==> src/design/zerl_pkg.sv <==
// shared types and constants for the zip end record locator
// no dependencies; imported by every module of the block

package zerl_pkg;

    localparam int REC_LEN      = 22;
    localparam int SIG_LEN      = 4;
    localparam int COMMENT_AT   = 20;
    localparam int SEARCH_REACH = 22 + 65535;
    localparam int ADDR_W       = 3;

    localparam logic [31:0] EOCD_SIGNATURE = 32'h0605_4b50;

    // register select, taken from paddr[2]
    localparam logic REG_START = 1'b0;
    localparam logic REG_STOP  = 1'b1;

    typedef logic [7:0] byte_t;

    // archive region settings, pre-digested at write time
    typedef struct packed {
        logic [31:0] stop;
        logic [31:0] limit;      // stop - record length
        logic        limit_ok;   // stop holds at least one record
        logic [31:0] floor;      // lowest candidate offset allowed
        logic        region_ok;  // stop >= start and span holds a record
    } region_cfg_t;

    typedef struct packed {
        logic        found;
        logic [31:0] offset;
        logic [15:0] comment;
    } locate_result_t;

endpackage

==> src/design/zerl_cell.sv <==
// one byte cell of the record window chain
// uses zerl_pkg for the byte type

module zerl_cell
    import zerl_pkg::*;
(
    input  logic  clk,
    input  logic  rst_n,
    input  logic  shift,
    input  logic  clear,
    input  byte_t din,
    output byte_t dout
);

    byte_t byte_reg;
    byte_t byte_next;

    always_comb
    begin
        byte_next = byte_reg;
        if (shift)
        begin
            byte_next = clear ? '0 : din;
        end
    end

    always_ff @(posedge clk or negedge rst_n)
    begin
        if (!rst_n)
        begin
            byte_reg <= '0;
        end
        else
        begin
            byte_reg <= byte_next;
        end
    end

    assign dout = byte_reg;

endmodule

==> src/design/zerl_match.sv <==
// candidate check, position count and best-match tracking
// uses zerl_pkg for region settings and the result type

module zerl_match
    import zerl_pkg::*;
#(
    parameter int OFFSET_BITS = 32
)
(
    input  logic           clk,
    input  logic           rst_n,
    input  logic           step,
    input  logic           last,
    input  logic [31:0]    sig_bytes,
    input  logic [15:0]    comment,
    input  region_cfg_t    cfg,
    output locate_result_t result
);

    localparam int CW = ((OFFSET_BITS > 32) ? OFFSET_BITS : 32) + 1;

    logic [OFFSET_BITS-1:0] pos_reg;
    logic [OFFSET_BITS-1:0] pos_next;
    logic [OFFSET_BITS-1:0] cand_reg;
    logic [OFFSET_BITS-1:0] cand_next;
    logic                   seen_reg;
    logic                   seen_next;
    logic [OFFSET_BITS-1:0] off_reg;
    logic [OFFSET_BITS-1:0] off_next;
    logic [15:0]            cmt_reg;
    logic [15:0]            cmt_next;

    logic          full;
    logic          at_top;
    logic          hit;
    logic [CW-1:0] cand_w;
    logic [CW-1:0] limit_w;
    logic [CW-1:0] floor_w;
    logic [CW-1:0] stop_w;
    logic [CW-1:0] size_w;
    logic [CW-1:0] reach_w;
    logic [CW-1:0] off_w;
    logic          ok;

    assign full   = (pos_reg >= OFFSET_BITS'(REC_LEN - 1));
    assign at_top = &pos_reg;

    assign cand_w  = CW'(cand_reg);
    assign limit_w = CW'(cfg.limit);
    assign floor_w = CW'(cfg.floor);
    assign stop_w  = CW'(cfg.stop);
    assign size_w  = CW'(pos_reg) + CW'(1);
    assign reach_w = cand_w + CW'(comment);

    // comment must run exactly to the stop offset: cand + 22 + comment == stop
    assign hit = full && (sig_bytes == EOCD_SIGNATURE) && cfg.limit_ok
                 && (cand_w <= limit_w) && (cand_w >= floor_w)
                 && (reach_w == limit_w);

    always_comb
    begin
        pos_next  = pos_reg;
        cand_next = cand_reg;
        seen_next = seen_reg;
        off_next  = off_reg;
        cmt_next  = cmt_reg;
        if (step)
        begin
            if (hit)
            begin
                seen_next = 1'b1;
                off_next  = cand_reg;
                cmt_next  = comment;
            end
            if (!at_top)
            begin
                pos_next = pos_reg + OFFSET_BITS'(1);
                if (full)
                begin
                    cand_next = cand_reg + OFFSET_BITS'(1);
                end
            end
        end
    end

    // result of the beat that closes the buffer, taken before the clear
    assign ok     = cfg.region_ok && !(stop_w > size_w) && seen_next;
    assign off_w  = CW'(off_next);

    always_comb
    begin
        result.found   = ok;
        result.offset  = ok ? off_w[31:0] : '0;
        result.comment = ok ? cmt_next : '0;
    end

    always_ff @(posedge clk or negedge rst_n)
    begin
        if (!rst_n)
        begin
            pos_reg  <= '0;
            cand_reg <= '0;
            seen_reg <= 1'b0;
            off_reg  <= '0;
            cmt_reg  <= '0;
        end
        else if (step && last)
        begin
            pos_reg  <= '0;
            cand_reg <= '0;
            seen_reg <= 1'b0;
            off_reg  <= '0;
            cmt_reg  <= '0;
        end
        else
        begin
            pos_reg  <= pos_next;
            cand_reg <= cand_next;
            seen_reg <= seen_next;
            off_reg  <= off_next;
            cmt_reg  <= cmt_next;
        end
    end

endmodule

==> src/design/zip_end_record_locator_core.sv <==
// zip end record locator: streams buffer bytes through a 22-cell window chain
// and reports the end-of-central-directory record in the archive region
// latency: result beat is valid the cycle after the last byte's beat is taken
// throughput: one byte per cycle; the only hold-off is a last byte while an
// earlier result is still stalled in the output register
// reset: rst_n clears window, counters, match state and both region registers

module zip_end_record_locator_core
    import zerl_pkg::*;
#(
    parameter int OFFSET_BITS = 32
)
(
    input  logic              clk,
    input  logic              rst_n,
    input  logic              psel,
    input  logic              penable,
    input  logic              pwrite,
    input  logic [ADDR_W-1:0] paddr,
    input  logic [31:0]       pwdata,
    output logic [31:0]       prdata,
    output logic              pready,
    input  logic              in_valid,
    output logic              in_stall,
    input  logic [7:0]        data_byte,
    input  logic              final_byte,
    output logic              out_valid,
    input  logic              out_stall,
    output logic              record_found,
    output logic [31:0]       record_offset,
    output logic [15:0]       comment_bytes
);

    localparam logic [31:0] REC_LEN_W = 32'(REC_LEN);
    localparam logic [31:0] REACH_W   = 32'(SEARCH_REACH);

    logic [31:0]    start_reg;
    logic [31:0]    start_next;
    logic [31:0]    stop_reg;
    logic [31:0]    stop_next;
    region_cfg_t    cfg_reg;
    region_cfg_t    cfg_next;
    logic           wr;
    logic [31:0]    reach_floor;

    logic           in_take;
    byte_t          win [REC_LEN];
    locate_result_t res;

    logic           out_valid_reg;
    logic           out_valid_next;
    locate_result_t res_reg;

    // register port
    assign pready = 1'b1;
    assign wr     = psel && penable && pwrite;

    always_comb
    begin
        start_next = start_reg;
        stop_next  = stop_reg;
        if (wr)
        begin
            case (paddr[2])
                REG_START: start_next = pwdata;
                REG_STOP:  stop_next  = pwdata;
                default:   start_next = start_reg;
            endcase
        end
    end

    always_comb
    begin
        reach_floor        = (stop_next > REACH_W) ? (stop_next - REACH_W) : '0;
        cfg_next.stop      = stop_next;
        cfg_next.limit     = stop_next - REC_LEN_W;
        cfg_next.limit_ok  = (stop_next >= REC_LEN_W);
        cfg_next.floor     = (start_next > reach_floor) ? start_next : reach_floor;
        cfg_next.region_ok = (stop_next >= start_next)
                             && ((stop_next - start_next) >= REC_LEN_W);
    end

    always_ff @(posedge clk or negedge rst_n)
    begin
        if (!rst_n)
        begin
            start_reg <= '0;
            stop_reg  <= '0;
            cfg_reg   <= '{stop: '0, limit: '0, limit_ok: 1'b0, floor: '0,
                           region_ok: 1'b0};
        end
        else if (wr)
        begin
            start_reg <= start_next;
            stop_reg  <= stop_next;
            cfg_reg   <= cfg_next;
        end
    end

    always_comb
    begin
        case (paddr[2])
            REG_START: prdata = start_reg;
            REG_STOP:  prdata = stop_reg;
            default:   prdata = '0;
        endcase
    end

    // only a closing beat needs the output register
    assign in_stall = final_byte && out_valid_reg && out_stall;
    assign in_take  = in_valid && !in_stall;

    // window chain, oldest byte in cell 0
    for (genvar i = 0; i < REC_LEN; i++)
    begin : g_cell
        byte_t din;
        if (i == REC_LEN - 1)
        begin : g_tail
            assign din = data_byte;
        end
        else
        begin : g_body
            assign din = win[i+1];
        end
        zerl_cell u_cell (
            .clk   (clk),
            .rst_n (rst_n),
            .shift (in_take),
            .clear (final_byte),
            .din   (din),
            .dout  (win[i])
        );
    end

    // window as it stands once this beat has shifted in
    zerl_match #(
        .OFFSET_BITS (OFFSET_BITS)
    ) u_match (
        .clk       (clk),
        .rst_n     (rst_n),
        .step      (in_take),
        .last      (final_byte),
        .sig_bytes ({win[SIG_LEN], win[3], win[2], win[1]}),
        .comment   ({data_byte, win[COMMENT_AT + 1]}),
        .cfg       (cfg_reg),
        .result    (res)
    );

    always_comb
    begin
        out_valid_next = out_valid_reg;
        if (in_take && final_byte)
        begin
            out_valid_next = 1'b1;
        end
        else if (out_valid_reg && !out_stall)
        begin
            out_valid_next = 1'b0;
        end
    end

    always_ff @(posedge clk or negedge rst_n)
    begin
        if (!rst_n)
        begin
            out_valid_reg <= 1'b0;
        end
        else
        begin
            out_valid_reg <= out_valid_next;
        end
    end

    always_ff @(posedge clk)
    begin
        if (in_take && final_byte)
        begin
            res_reg <= res;
        end
    end

    assign out_valid     = out_valid_reg;
    assign record_found  = res_reg.found;
    assign record_offset = res_reg.offset;
    assign comment_bytes = res_reg.comment;

endmodule

==> config.mk <==
export PLATFORM = sky130hd
export DESIGN_NAME = zip_end_record_locator_core
export DESIGN_NICKNAME = d
export VERILOG_FILES = /design/src/design/zerl_pkg.sv /design/src/design/zerl_cell.sv /design/src/design/zerl_match.sv /design/src/design/zip_end_record_locator_core.sv
export SDC_FILE = /design/constraint.sdc
export NUM_CORES = 1
export LEC_CHECK = 0
export BUFFER_PORTS_ARGS = -buffer_cell sky130_fd_sc_hd__buf_4
export CAP_MARGIN = 30
export CORE_MARGIN = 3
export CORE_UTILIZATION = 50
export CTS_BUF_LIST = sky130_fd_sc_hd__clkbuf_4 sky130_fd_sc_hd__clkbuf_8
export CTS_CLUSTER_SIZE = 28
export DETAILED_ROUTE_END_ITERATION = 16
export PLACE_DENSITY = 0.74
export REMOVE_ABC_BUFFERS = 1
export SLEW_MARGIN = 20
export SYNTH_ARGS = -nofsm -noshare
export SYNTH_HDL_FRONTEND = slang
export SYNTH_SLANG_ARGS = --single-unit
==> constraint.sdc <==
create_clock -name clk -period 12.45 [get_ports clk]
set_clock_uncertainty 0.05 [all_clocks]
set_input_delay 1.245 -clock clk [delete_from_list [all_inputs] [get_ports clk]]
set_output_delay 1.245 -clock clk [all_outputs]
set_load 0.005 [all_outputs]
==> reports/results.tsv <==
metric	value	unit
worst hold-check path type	reg -> reg	
fmax	0.1367	GHz
Cell Rows	85	
final-layout fill cell count	4787	
distinct cell type count after synthesis	86	
count of endpoints failing hold in the final timing report	0	
CTS tree	done	
startpoint of the worst-slack reg-to-reg timing path	cfg_reg[83]$_DFFE_PN0N_	
floorplan core area	0.05445	mm2
drt drc	0	
average cell area after synthesis	9.399	um2
pin count of the biggest net entering global routing	144	
number of synthesized flops with an enable pin	49	
Lkg Pwr	0.01441	uW
arrival time worst endpoint	7.76	ns
number of register bits inferred by synthesis	460	
GR peak layer	met2	
number of buffers added on ports	131	
total CTS buffers	81	
clock sinks	460	
register-to-register path setup slack	6.45	ns
worst voltage drop across the vdd grid	0.08887	mV
worst setup path endpoint	cfg_reg[11]$_DFFE_PN0N_	
unrepaired setup endpoints after global routing	no	
clock transition at the registers of the reported paths	0.06	ns
number of vias in the routed layout	23040	
area of all sequential standard cells	0.01176	mm2
beginning of the critical path	paddr[2]	
CP endpoint kind	flop	
met3 GRT Util	3.675	%
time the worst path needs with I/O delays and setup	7.313	ns
overall die width	242.0	um
predominant post-synthesis flop cell	sky130_fd_sc_hd__dfrtp_1	
number of flip-flops under the largest register name	168	
First-pass DRT Iterations	6	
Vias per Instance	5.998	
number of setup violations in the final report	0	
count of routing violations after the opening detailed-route iteration	1814	
number of antenna violations at the first check in global routing	1	
fraction of synthesis flops using an asynchronous set or reset pin	89.35	%
share of final-layout standard cells stronger than drive strength 1	13.77	%
gate count of the mapped netlist	2963	
measured slew at the worst slew-check pin	0.9701	ns
maximum net fanout on the critical path	62	
detailed-placement wirelength estimate	59170	um
# IOs	135	
cell area after synthesis	0.02785	mm2
portion of the post-synthesis area used by sequential elements	42.21	%
M1 GR Usage	37.33	%
hold_ws	0.4303	ns
total global-route track usage	26.88	%
power per standard cell area	160.4	mW/mm2
number of buffers between clock root and the deepest sink	3	
die height	242.0	um
CP Class	in -> reg	
worst slew slack as a fraction of its limit	35.33	%
number of warnings issued by yosys	0	
number of routed nets with antenna violations	0	
outcome	finished clean	
Final Wtd Congestion	0.9334	
nature of the critical path startpoint	primary input	
area of the die	0.05857	mm2
global-route wire length before repair	126400	um
average wire length per cell after detail routing	20.87	um
period utilization	58.74	%
pins over their slew limit	0	
hold buffers post-CTS	0	
Critical R2R Capture	cfg_reg[11]$_DFFE_PN0N_	
FF-to-FF path depth	16	
number of cells upsized or downsized after cts	0	
area used by multi-input combinational logic	0.01472	mm2
sum of negative setup slack	0	ns
initial standard-cell utilization of the core	51.15	%
Post CTS Setup Buffer Count	0	
Syn-to-layout area delta	12.37	%
maximum level of the CTS H-tree	3	
Clk Tree Root Cell	sky130_fd_sc_hd__clkbuf_8	
Net count, final	3280	
sum of overflow across all layers after global routing	0	
Detailed Route WL	80150	um
vias in the first global route	22510	
max_cap viols	0	
global routing usage on met2	43.97	%
Req. time, crit path	12.89	ns
later-pin clock latency in the skew report	0.67	ns
[cells in the mapped netlist, drive strengths merged (18+ instances only)]
cell    instances  share of area [%]
nor4           22               0.49
nor2          170                2.3
buf            36               0.68
nand2         277                3.7
o21ai         226                4.1
clkbuf        139                1.9
or3            31               0.70
nand3         126                2.3
edfxtp         49                5.3
dfrtp         411                 37
inv           190                2.6
nor3           49               0.88
nand4         106                2.4
a31oi          18               0.40
ha            185                8.3
a211oi         29               0.78
xnor2         103                3.2
a22o          172                5.4
mux2           86                3.5
xor2           64                2.0
mux2i          46                1.7
a21oi         142                2.6
a21o           45                1.2
[critical path, cell delays in order]
cell and delay [ns]:
sky130_fd_sc_hd__buf_4 0.27, sky130_fd_sc_hd__nand4_1 0.16, sky130_fd_sc_hd__buf_4 0.62, sky130_fd_sc_hd__mux2i_1 0.60
sky130_fd_sc_hd__inv_1 0.27, sky130_fd_sc_hd__or4_1 0.71, sky130_fd_sc_hd__nor3_1 0.68, sky130_fd_sc_hd__nand3_1 0.25
sky130_fd_sc_hd__o21a_1 0.22, sky130_fd_sc_hd__o21ai_0 0.29, sky130_fd_sc_hd__ha_1 0.20, sky130_fd_sc_hd__nand4_1 0.17
sky130_fd_sc_hd__nor4_1 0.53, sky130_fd_sc_hd__o21ai_0 0.28, sky130_fd_sc_hd__a31oi_4 0.23, sky130_fd_sc_hd__buf_4 0.52
sky130_fd_sc_hd__nor2_1 0.10, sky130_fd_sc_hd__a211oi_1 0.28, sky130_fd_sc_hd__a21oi_1 0.08
[final cells by class]
type | count | area share (%)
Inverter | 192 | 2.311
Clock inverter | 13 | 0.4118
Antenna cell | 1 | 0.007996
Clock buffer | 129 | 5.213
Multi-Input combinational cell | 2136 | 47.03
Tap cell | 739 | 2.954
Timing Repair Buffer | 171 | 4.510
Sequential cell | 460 | 37.56
[kinds of logic after synthesis]
| group | count (synthesis) | share of synthesized area [%] |
|---|---|---|
| XOR/XNOR | 167 | 5.252 |
| other | 1 | 0.01346 |
| AND/OR/NAND/NOR | 884 | 15.42 |
| flip-flops | 460 | 42.21 |
| AO/OA/AOI/OAI | 765 | 18.37 |
| multiplexers | 132 | 5.131 |
| adder cells (fa/ha/maj) | 187 | 8.455 |
| buffers and inverters | 367 | 5.139 |
[layer usage]
| metal | routed length (um) | vias to the layer above |
|---|---|---|
| met1 | 36020 | 11310 |
| met2 | 37730 | 710 |
| met4 | 2237 | 0 |
| met3 | 4167 | 129 |
| met5 | 0 | - |
| li1 | - | 10900 |
[through the flow]
stage	setup WS, ns	instances	power (uW)	instance area, um2	utilization (%)
after CTS	5.268	3835	5040	31160	57.22
after detailed placement	4.555	3693	3519	29400	53.98
final	5.137	3841	5019	31300	57.47
after global placement	4.811	3692	3473	29370	53.93
after global routing	4.698	3841	5337	31300	57.47
after floorplan	2.107	2788	2933	27140	-
[worst min-delay path by stage]
stage	from	to	slack, ns	cells after the start
after global placement	cfg_reg[13]$_DFFE_PN0N_	cfg_reg[13]$_DFFE_PN0N_	0.42	2
after global routing	g_cell[16].u_cell.dout[3]$_DFFE_PN0P_	g_cell[15].u_cell.dout[3]$_DFFE_PN0P_	0.46	1
after detailed placement	cfg_reg[28]$_DFFE_PN0N_	cfg_reg[28]$_DFFE_PN0N_	0.43	2
final	cfg_reg[28]$_DFFE_PN0N_	cfg_reg[28]$_DFFE_PN0N_	0.43	2
after floorplan	cfg_reg[13]$_DFFE_PN0N_	cfg_reg[13]$_DFFE_PN0N_	0.40	2
after CTS	g_cell[9].u_cell.dout[5]$_DFFE_PN0P_	g_cell[8].u_cell.dout[5]$_DFFE_PN0P_	0.44	1
[power breakdown]
part	internal [uW]	switching, uW
logic	671	1070
clock network	856	639
registers	1660	127
[layout by cell type (no fill, tap or decap), types with 67 or more instances in the layout]
cell | Yosys | layout
sky130_fd_sc_hd__a21oi_1 | 141 | 141
sky130_fd_sc_hd__a22o_1 | 172 | 172
sky130_fd_sc_hd__buf_4 | 2 | 164
sky130_fd_sc_hd__clkbuf_8 | 0 | 106
sky130_fd_sc_hd__dfrtp_1 | 411 | 411
sky130_fd_sc_hd__ha_1 | 185 | 185
sky130_fd_sc_hd__inv_1 | 189 | 188
sky130_fd_sc_hd__mux2_2 | 86 | 86
sky130_fd_sc_hd__nand2_1 | 277 | 276
sky130_fd_sc_hd__nand3_1 | 126 | 125
sky130_fd_sc_hd__nand4_1 | 106 | 106
sky130_fd_sc_hd__nor2_1 | 170 | 169
sky130_fd_sc_hd__o21ai_0 | 159 | 158
sky130_fd_sc_hd__o21ai_1 | 67 | 67
sky130_fd_sc_hd__xnor2_1 | 103 | 103
Note: power is estimated with default switching activity, not from simulation.
